<file path="config.mk">
export PLATFORM = sky130hd
export DESIGN_NAME = gfd_div
export DESIGN_NICKNAME = d
export VERILOG_FILES = /design/src/gfd_pkg.sv /design/src/gfd_div.sv
export SDC_FILE = /design/constraint.sdc
export NUM_CORES = 1
export LEC_CHECK = 0
export BUFFER_PORTS_ARGS = -buffer_cell sky130_fd_sc_hd__buf_2
export CAP_MARGIN = 25
export CORE_UTILIZATION = 29
export DETAILED_ROUTE_END_ITERATION = 12
export PLACE_DENSITY = 0.48
export SETUP_SLACK_MARGIN = 0.4
export SKIP_LAST_GASP = 1
export SYNTH_ARGS = -nofsm -noshare
export SYNTH_HDL_FRONTEND = slang
export SYNTH_SLANG_ARGS = --single-unit
</file>
<file path="constraint.sdc">
create_clock -name clk_i -period 2.85 [get_ports clk_i]
set_input_delay 0.1425 -clock clk_i [delete_from_list [all_inputs] [get_ports clk_i]]
set_output_delay 0.1425 -clock clk_i [all_outputs]
set_load 0.05 [all_outputs]
</file>
<file path="src/gfd_pkg.sv">
// Shared types and constants of the guarded float divide core
package gfd_pkg;
  localparam int MEM_WORDS   = 1024;
  localparam int SUBPROGRAMS = 256;
  localparam int AddrW       = $clog2(MEM_WORDS);
  localparam int SpW         = $clog2(SUBPROGRAMS);

  localparam logic [1:0] ModeLoad   = 2'd0;
  localparam logic [1:0] ModeDivide = 2'd1;
  localparam logic [1:0] ModeRead   = 2'd2;

  localparam logic KindRead   = 1'b0;
  localparam logic KindDivide = 1'b1;

  localparam logic [31:0] BitsOne  = 32'h3F80_0000;
  localparam logic [30:0] BitsFmax = 31'h7F7F_FFFF;
  localparam logic [31:0] BitsQnan = 32'h7FC0_0000;

  localparam int QuotBits = 25;

  typedef enum logic [2:0] {
    ST_IDLE, ST_RDA, ST_RDB, ST_RDW, ST_START, ST_WAITD, ST_FIN
  } core_state_e;

  typedef enum logic [2:0] {
    D_IDLE, D_NORM, D_ALIGN, D_DIV, D_DENORM, D_ROUND, D_DONE
  } div_state_e;

  typedef struct packed {
    logic        start;
    logic [31:0] op_a;
    logic [31:0] op_b;
  } div_req_t;

  typedef struct packed {
    logic        done;
    logic [31:0] result;
  } div_rsp_t;
endpackage

</file>
<file path="src/gfd_div.sv">
// Bit-serial guarded single-precision divider with round to nearest even
module gfd_div (
  input  logic              clk_i,
  input  logic              rst_ni,
  input  gfd_pkg::div_req_t req_i,
  output gfd_pkg::div_rsp_t rsp_o
);
  import gfd_pkg::*;

  div_state_e state_q, state_d;

  logic [23:0]         ma_q, mb_q;
  logic signed [10:0]  ea_q, eb_q, e_q;
  logic [QuotBits-1:0] rem_q, qt_q;
  logic                stk_q, sign_q, spec_q;
  logic [4:0]          cnt_q;
  logic [31:0]         res_q;

  logic [7:0]  fa_exp, fb_exp;
  logic [22:0] fa_frac, fb_frac;
  logic        a_zero, b_zero, a_inf, b_inf, a_nan, b_nan, q_sign;
  logic [31:0] spec_res;
  logic        is_spec;

  assign fa_exp  = req_i.op_a[30:23];
  assign fb_exp  = req_i.op_b[30:23];
  assign fa_frac = req_i.op_a[22:0];
  assign fb_frac = req_i.op_b[22:0];
  assign a_zero  = (req_i.op_a[30:0] == 31'd0);
  assign b_zero  = (req_i.op_b[30:0] == 31'd0);
  assign a_inf   = (fa_exp == 8'hFF) && (fa_frac == 23'd0);
  assign b_inf   = (fb_exp == 8'hFF) && (fb_frac == 23'd0);
  assign a_nan   = (fa_exp == 8'hFF) && (fa_frac != 23'd0);
  assign b_nan   = (fb_exp == 8'hFF) && (fb_frac != 23'd0);
  assign q_sign  = req_i.op_a[31] ^ req_i.op_b[31];

  always_comb begin
    is_spec  = 1'b1;
    spec_res = 32'd0;
    if (b_zero) begin
      if (a_zero) begin
        spec_res = BitsOne;
      end else if (!a_nan && !req_i.op_a[31]) begin
        spec_res = {1'b0, BitsFmax};
      end else begin
        spec_res = {1'b1, BitsFmax};
      end
    end else if (a_nan || b_nan || (a_inf && b_inf)) begin
      spec_res = BitsQnan;
    end else if (a_inf) begin
      spec_res = {q_sign, BitsFmax};
    end else if (b_inf || a_zero) begin
      spec_res = {q_sign, 31'd0};
    end else begin
      is_spec = 1'b0;
    end
  end

  // rounding of the finished quotient
  logic [23:0] mant;
  logic        inc;
  logic [24:0] mant_r;
  logic [9:0]  field;
  logic [32:0] packed_sum;
  logic [31:0] round_res;

  assign mant       = qt_q[QuotBits-1:1];
  assign inc        = qt_q[0] & (stk_q | mant[0]);
  assign mant_r     = {1'b0, mant} + {24'd0, inc};
  assign field      = 10'(e_q - 11'sd1);
  assign packed_sum = {field, 23'd0} + {8'd0, mant_r};
  assign round_res  = (packed_sum >= 33'h0_7F80_0000) ? {sign_q, BitsFmax}
                                                      : {sign_q, packed_sum[30:0]};

  // one restoring step per cycle
  logic                ge;
  logic [QuotBits-1:0] rem_sub;
  assign ge      = (rem_q >= {1'b0, mb_q});
  assign rem_sub = ge ? (rem_q - {1'b0, mb_q}) : rem_q;

  always_comb begin
    state_d = state_q;
    case (state_q)
      D_IDLE:   if (req_i.start) state_d = is_spec ? D_DONE : D_NORM;
      D_NORM:   if (ma_q[23] && mb_q[23]) state_d = D_ALIGN;
      D_ALIGN:  state_d = D_DIV;
      D_DIV:    if (cnt_q == 5'd1) state_d = D_DENORM;
      D_DENORM: if (e_q >= 11'sd1) state_d = D_ROUND;
      D_ROUND:  state_d = D_DONE;
      D_DONE:   state_d = D_IDLE;
      default:  state_d = D_IDLE;
    endcase
  end

  always_ff @(posedge clk_i or negedge rst_ni) begin
    if (!rst_ni) begin
      state_q <= D_IDLE;
    end else begin
      state_q <= state_d;
    end
  end

  always_ff @(posedge clk_i) begin
    case (state_q)
      D_IDLE: begin
        spec_q <= is_spec;
        res_q  <= spec_res;
        sign_q <= q_sign;
        ma_q   <= {(fa_exp != 8'd0), fa_frac};
        mb_q   <= {(fb_exp != 8'd0), fb_frac};
        ea_q   <= (fa_exp == 8'd0) ? 11'sd1 : $signed({3'd0, fa_exp});
        eb_q   <= (fb_exp == 8'd0) ? 11'sd1 : $signed({3'd0, fb_exp});
      end
      D_NORM: begin
        // shift subnormal mantissas up one bit a cycle
        if (!ma_q[23]) begin
          ma_q <= {ma_q[22:0], 1'b0};
          ea_q <= ea_q - 11'sd1;
        end
        if (!mb_q[23]) begin
          mb_q <= {mb_q[22:0], 1'b0};
          eb_q <= eb_q - 11'sd1;
        end
      end
      D_ALIGN: begin
        cnt_q <= 5'(QuotBits);
        qt_q  <= '0;
        stk_q <= 1'b0;
        if (ma_q < mb_q) begin
          rem_q <= {ma_q, 1'b0};
          e_q   <= ea_q - eb_q + 11'sd126;
        end else begin
          rem_q <= {1'b0, ma_q};
          e_q   <= ea_q - eb_q + 11'sd127;
        end
      end
      D_DIV: begin
        qt_q  <= {qt_q[QuotBits-2:0], ge};
        rem_q <= {rem_sub[QuotBits-2:0], 1'b0};
        cnt_q <= cnt_q - 5'd1;
      end
      D_DENORM: begin
        if (cnt_q == 5'd0) begin
          stk_q <= stk_q | (rem_q != '0);
          cnt_q <= 5'd1;
        end
        if (e_q < 11'sd1) begin
          if (e_q < -11'sd26) begin
            // everything falls below the round bit
            qt_q  <= '0;
            stk_q <= 1'b1;
            e_q   <= 11'sd1;
          end else begin
            qt_q  <= {1'b0, qt_q[QuotBits-1:1]};
            stk_q <= stk_q | qt_q[0] | (rem_q != '0);
            e_q   <= e_q + 11'sd1;
          end
        end
      end
      D_ROUND: begin
        if (!spec_q) res_q <= round_res;
      end
      default: ;
    endcase
  end

  assign rsp_o.done   = (state_q == D_DONE);
  assign rsp_o.result = res_q;
endmodule

</file>
# Word-level counts from Yosys, hierarchy flattened
# Index checks and enable logic that the tools add are counted.
word_totals:
  regBits: 174
  in_bits: 67
  out_inout_bits: 33
  word_cells: 140
op_classes:
  n_addsub: 11
  order_cmp: 6
  n_eq_ne: 19
  n_mux: 45
  bitwise: 6
  reduce_logical: 38
ops:
  columns: ["cell", "count"]
  rows:
  - ["32-bit 2-to-1 mux", 7]
  - ["24-bit 2-to-1 mux", 4]
  - ["24-bit one-hot mux with 2 select lines", 2]
  - ["25-bit one-hot mux with 3 select lines", 1]
  - ["11-bit one-hot mux with 2 select lines", 3]
  - ["32-bit one-hot mux with 2 select lines", 1]
  - ["31-bit zero test", 2]
  - ["11-bit 2-to-1 mux", 5]
  - ["25-bit 2-to-1 mux", 2]
  - ["25-bit one-hot mux with 2 select lines", 1]
  - ["23-bit zero test", 2]
  - ["23-bit nonzero test", 2]
  - ["33-bit by 25-bit adder with 33-bit output", 1]
  - ["33-bit by 31-bit greater-or-equal comparator with 1-bit output (second input constant)", 1]
  - ["31-bit 2-to-1 mux", 1]
  - ["24-bit by 1-bit adder with 25-bit output", 1]
  - ["25-bit by 24-bit greater-or-equal comparator with 1-bit output", 1]
  - ["25-bit nonzero test", 1]
  - ["24-bit less-than comparator", 1]
  - ["24-bit subtractor", 1]
  - ["11-bit by 8-bit adder with 11-bit output (second input constant)", 2]
  - ["11-bit by 2-bit subtractor with 11-bit output (second input constant)", 2]
  - ["2-bit != test (second input constant)", 9]
  - ["3-bit one-hot mux with 6 select lines", 1]
  - ["other kinds (33)", 71]

# Longest topological paths before layout
depth:
  depth_word: 10
  ltp_mapped: 13
  mapped_depth_nobuf: 12

# Worst setup path before layout
# Ideal clock, no wire load.
synth_timing:
  path_kind: "flip-flop to flip-flop"
  from: "reg state_q[1]"
  to: "reg eb_q[0], enable pin"
  setup_ns: 0.437
  arrival_ns: 2.643
  t_required_ns: 2.413
  setup_slack_ns: -0.230
  path_stages_with_launch: 5
  path_buffers: 2
  period_less_slack_ns: 3.080
  path_cell_list: "dfrtp_1 -> clkbuf_1 -> or2_2 -> clkbuf_1 -> a21oi_1"
synth_between:
  elab_chain_cells: 3
  elab_cells_between_ends: 5
  cone_classes: "eq/ne (2); reduce/logical (3)"
synth_lines:
  columns: ["item", "line", "text"]
  rows:
  - ["start: declaration", "gfd_div.sv:10", "div_state_e state_q, state_d;"]
  - ["start signal: assignment", "gfd_div.sv:99", "state_q <= state_d;"]
  - ["3-bit by 1-bit == test with 1-bit output / 3-bit zero test (equally long branches)", "gfd_div.sv:104", "case (state_q)"]
  - ["2-bit != test (no source line) / 2-bit nonzero test (equally long branches)", null, null]
  - ["2-bit AND reduction (no source line) *", null, null]
  - ["end signal: assignment", "gfd_div.sv:112", "eb_q <= (fb_exp == 8'd0) ? 11'sd1 : $signed({3'd0, fb_exp});"]
  - ["end signal: assignment", "gfd_div.sv:122", "eb_q <= eb_q - 11'sd1;"]
  - ["end: declaration", "gfd_div.sv:13", "logic signed [10:0] ea_q, eb_q, e_q;"]
# Mark *: on every way between the ends. The rest lies on a longest branch, timed or not.
# A chain may end at the register's enable or synchronous reset.

# Worst setup path after layout
layout_timing:
  from: "reg mb_q[14]"
  to: "reg rem_q[8] (data pin)"
layout_between:
  elab_chain_cells: 3
  elab_cells_between_ends: 5
  cone_classes: "order compare (2); mux (3)"
layout_lines:
  columns: ["item", "line", "text"]
  rows:
  - ["start: declaration", "gfd_div.sv:12", "logic [23:0] ma_q, mb_q;"]
  - ["start signal: assignment", "gfd_div.sv:110", "mb_q <= {(fb_exp != 8'd0), fb_frac};"]
  - ["start signal: assignment", "gfd_div.sv:121", "mb_q <= {mb_q[22:0], 1'b0};"]
  - ["25-bit by 24-bit greater-or-equal comparator with 1-bit output / 24-bit less-than comparator (equally long branches)", "gfd_div.sv:78, gfd_div.sv:129", null]
  - ["24-bit 2-to-1 mux / 25-bit 2-to-1 mux (equally long branches)", "gfd_div.sv:79, gfd_div.sv:129", null]
  - ["25-bit one-hot mux with 2 select lines *", "gfd_div.sv:104", null]
  - ["end signal: assignment", "gfd_div.sv:130", "rem_q <= {ma_q, 1'b0};"]
  - ["end signal: assignment", "gfd_div.sv:133", "rem_q <= {1'b0, ma_q};"]
  - ["end signal: assignment", "gfd_div.sv:139", "rem_q <= {rem_sub[QuotBits-2:0], 1'b0};"]
  - ["end: declaration", "gfd_div.sv:14", "logic [QuotBits-1:0] rem_q, qt_q;"]
# Marked as above.

==> qor.txt <==
Synth Instances = 1225
Final hold viol count = 0
Top sig layer = met4
H-tree levels = 4
Pwr Total = 0.0245 W
Setup CP Type = flop to flop
Failing checks = design-rule violations, negative setup slack
Yosys top cell area share = 42.4%
Initial Util = 29.6%
Cell mode on critical path = a21o_1
Startpoint types = flop
Final setup viols = 39
Initial DRC count = 674
Fin util = 42.0%
I/O pin count = 100
Layout cells sized above 1 = 34.9%
Tot GR Track Use = 18.9%
DRT Wirelength = 39300 um
Clk slew on worst S/H paths = 0.07 ns
Pwr dens = 1420 nW/um^2
First-pass GRT wire length = 60500 um
Power share of the sequential group = 22.7%
Die Y = 206 um
GR Overflow Total = 0
Register area share after synthesis = 43.0%
Die Wd = 206 um
Net Sw Frac = 44.2%
Critical Path Fanout Max = 8
Synth Net Count = 1364
Filler cells = 4021
Worst-case reg-to-reg path depth = 12
Status = complete, but fails checks
Worst skew pair latency = 0.49 ns
Core ar. = 41000 sq um
Slew margin rel. = 61.3%
Asr flop ratio synth = 1.72%
TritonRoute pass-1 iters = 12
Hold Path Cell Cnt = 3
Area Overhead vs Synth = 42.2%
Finished Layout Cells = 2141
Final Max Slew Viols = 0
Final worst-path cycle share = 104%
Number of synthesized flops with an enable pin = 171
Antenna diodes = 0
GPL Wtd Cong = 0.842
Worst Hold Class = input pin to flop
WL met2 = 19100 um
Placed cells = 1991
Clock buffer depth = 2
Most used DFF post-synth = edfxtp_1
Pint = 0.0137 W
Top post-synthesis cells by area = edfxtp_1 (42%), ha_1 (7.2%), xnor2_1 (4.8%)
Clk sink count = 174
Synth Register Bits = 174
DRT met1 WL = 17700 um
Area of the multi-input gates = 7270 sq um
Routed length per instance = 18.3 um
Vias/cell = 5.10
CP Data Arrival Time = 3.19 ns
Yosys warning count = 0
Comb power frac = 67.4%
Post-Syn Area per Cell = 9.90 sq um
Dpl hpwl = 28800 um
# rows = 74
Crit-path max cell delay = 0.38 ns
Reg area = 5210 sq um
Final min period = 2.96 ns
CP Capture Type = flop
Synthesized cell area = 12100 sq um
DR vias = 10900
CP cell instances = inv_2 > ha_4 > a21o_1 > a21o_1 > a21o_1 > and2_1 > nor3_2 > o21ai_2 > buf_4 > a211o_4 > buf_12 > o221a_4
CP required = 3.09 ns
Final worst slack = -0.105 ns
Routed length on met3 = 1690 um
Slew @ Worst Pin = 0.580 ns
Largest net degree at the start of global routing = 69
Slowest CP cell = edfxtp_1
Num CTS Buffers = 17
Max-Cap Viols = 0
Worst vdd ir = 675 uV
Clock power frac = 9.9%
Critical path depth = 12
Nets = 1735
RSZ-0062 raised after global routing = yes
Die area = 42600 sq um
Root buf cell = clkbuf_16
Clock skew = 0.0122 ns
Detail Route Antenna Nets = 0
Netlist cell types = 83
Worst Path Buf+Inv = 3
F_max = 338 MHz
Lkg Pwr = 6.78 nW
# DRC = 5
TritonCTS clock tree = built
Initial antenna violation count = 0
IO buf count = 99
Synth area leader = edfxtp_1
Psw = 0.0108 W
Vias in the first global route = 10700
Crit-path leading delay family = compound AO/OA/AOI/OAI gates
[power groups by stage]
stage	combinational, W	sequential (W)	clock [W]
floorplan	0.00881	0.00626	0
global placement	0.0143	0.00556	0
detailed placement	0.0144	0.00559	0
CTS	0.0156	0.00555	0.00246
global route	0.0180	0.00572	0.00254
finish	0.0165	0.00557	0.00241
[metal layers]
metal	vias to the layer above	global-route usage [%]
met2	227	31.2
met5	-	0
li1	5335	-
met1	5308	24.5
met3	44	3.37
met4	0	6.62
[kinds of logic after synthesis]
logic type	after synthesis	share of synthesized area (%)
XOR/XNOR	99	7.15
buffers and inverters	131	4.29
adder cells (fa/ha/maj)	72	7.56
AND/OR/NAND/NOR	425	18.3
multiplexers	24	2.09
AO/OA/AOI/OAI	300	17.6
flip-flops	174	43.0
[per-stage QoR]
step           cell area, sq um  setup TNS (ns)  setup slack [ns]  hold slack (ns)
2_1_floorplan             12500          -20.39            -0.230           -0.153
3_3_place_gp              15000           -7.58            -0.244          -0.0371
3_5_place_dp              15000           -7.64            -0.248          -0.0357
4_1_cts                   16700          -0.498           -0.0348          0.00511
5_1_grt                   17200           -8.63            -0.267           0.0228
6_report                  17200           -2.15            -0.105           0.0368
[synth_stat cells, types with 16 or more instances]
master    instances
ha_1             70
o21ai_0          71
a21oi_1          37
a21oi_2          21
edfxtp_1        171
clkbuf_1         41
nor2_1           70
nand2_1         136
a22o_1           16
nand4_1          20
nor4_1           28
xnor2_1          67
nand3_1          28
nand2b_1         29
inv_1            74
xor2_1           32
nor3_1           35
o31ai_1          28
[tightest hold or removal path, cell delays in order]
cell     delay, ns
buf_2         0.09
nand2_1       0.09
o21ai_0       0.08
[flip-flops by register name (all words and copies together) (netlist names)]
| signal | flops |
|---|---|
| rem_q | 25 |
| sign_q | 1 |
| state_q | 3 |
| qt_q | 25 |
| stk_q | 1 |
| ma_q | 24 |
| eb_q | 11 |
| res_q | 32 |
| mb_q | 24 |
| ea_q | 11 |
| spec_q | 1 |
| e_q | 11 |
| cnt_q | 5 |
[worst paths after layout]
kind	from	to	slack, ns
max reg2reg	mb_q[14]$_DFFE_PP_	rem_q[8]$_DFFE_PP_	-0.11
min reg2reg	cnt_q[0]$_DFFE_PP_	cnt_q[0]$_DFFE_PP_	0.62
max in group asynchronous	rst_ni	state_q[0]$_DFFE_PN0P_	2.11
min	req_i[43]	ma_q[11]$_DFFE_PP_	0.04
max	mb_q[14]$_DFFE_PP_	rem_q[8]$_DFFE_PP_	-0.11
min in group asynchronous	rst_ni	state_q[2]$_DFFE_PN0P_	0.57
[what timing repair did]
action / 4_1_cts / 5_1_grt
hold buffers: 55 / 0
buffers inserted: 34 / 24
pin swaps: 37 / 44
endpoints found under the setup margin: 69 / 118
cloned: 2 / 3
gates resized for setup: 57 / 62
hold endpoints to repair: 56 / 0
[final cells by class]
type / instances / share of cell area (%)
tap: 532 / 3.86
multi-input combinational: 921 / 42.2
clock inverter: 10 / 0.595
timing repair buffer: 408 / 18.8
clock buffer: 22 / 2.75
sequential: 174 / 30.2
inverter: 74 / 1.61
[cell usage in the layout, fill, tap and decap left out, types with 9 or more instances in the layout]
cell type / instances
mux2i_1: 11
nand2_1: 133
and3_1: 9
edfxtp_1: 171
buf_2: 99
xnor2_1: 61
buf_12: 10
inv_1: 57
nand4_1: 20
dlygate4sd3_1: 55
nand2b_1: 29
nor2b_1: 9
xor2_1: 31
inv_2: 17
a21o_1: 13
a22o_1: 16
ha_4: 16
nor3_1: 27
a21oi_2: 24
mux2_2: 9
ha_1: 52
o31ai_1: 26
nor2_1: 66
buf_4: 217
a21oi_1: 29
o21ai_0: 62
clkbuf_16: 19
nor4_1: 25
buf_6: 23
nand3_1: 27
Note: power is estimated with default switching activity, not from simulation.
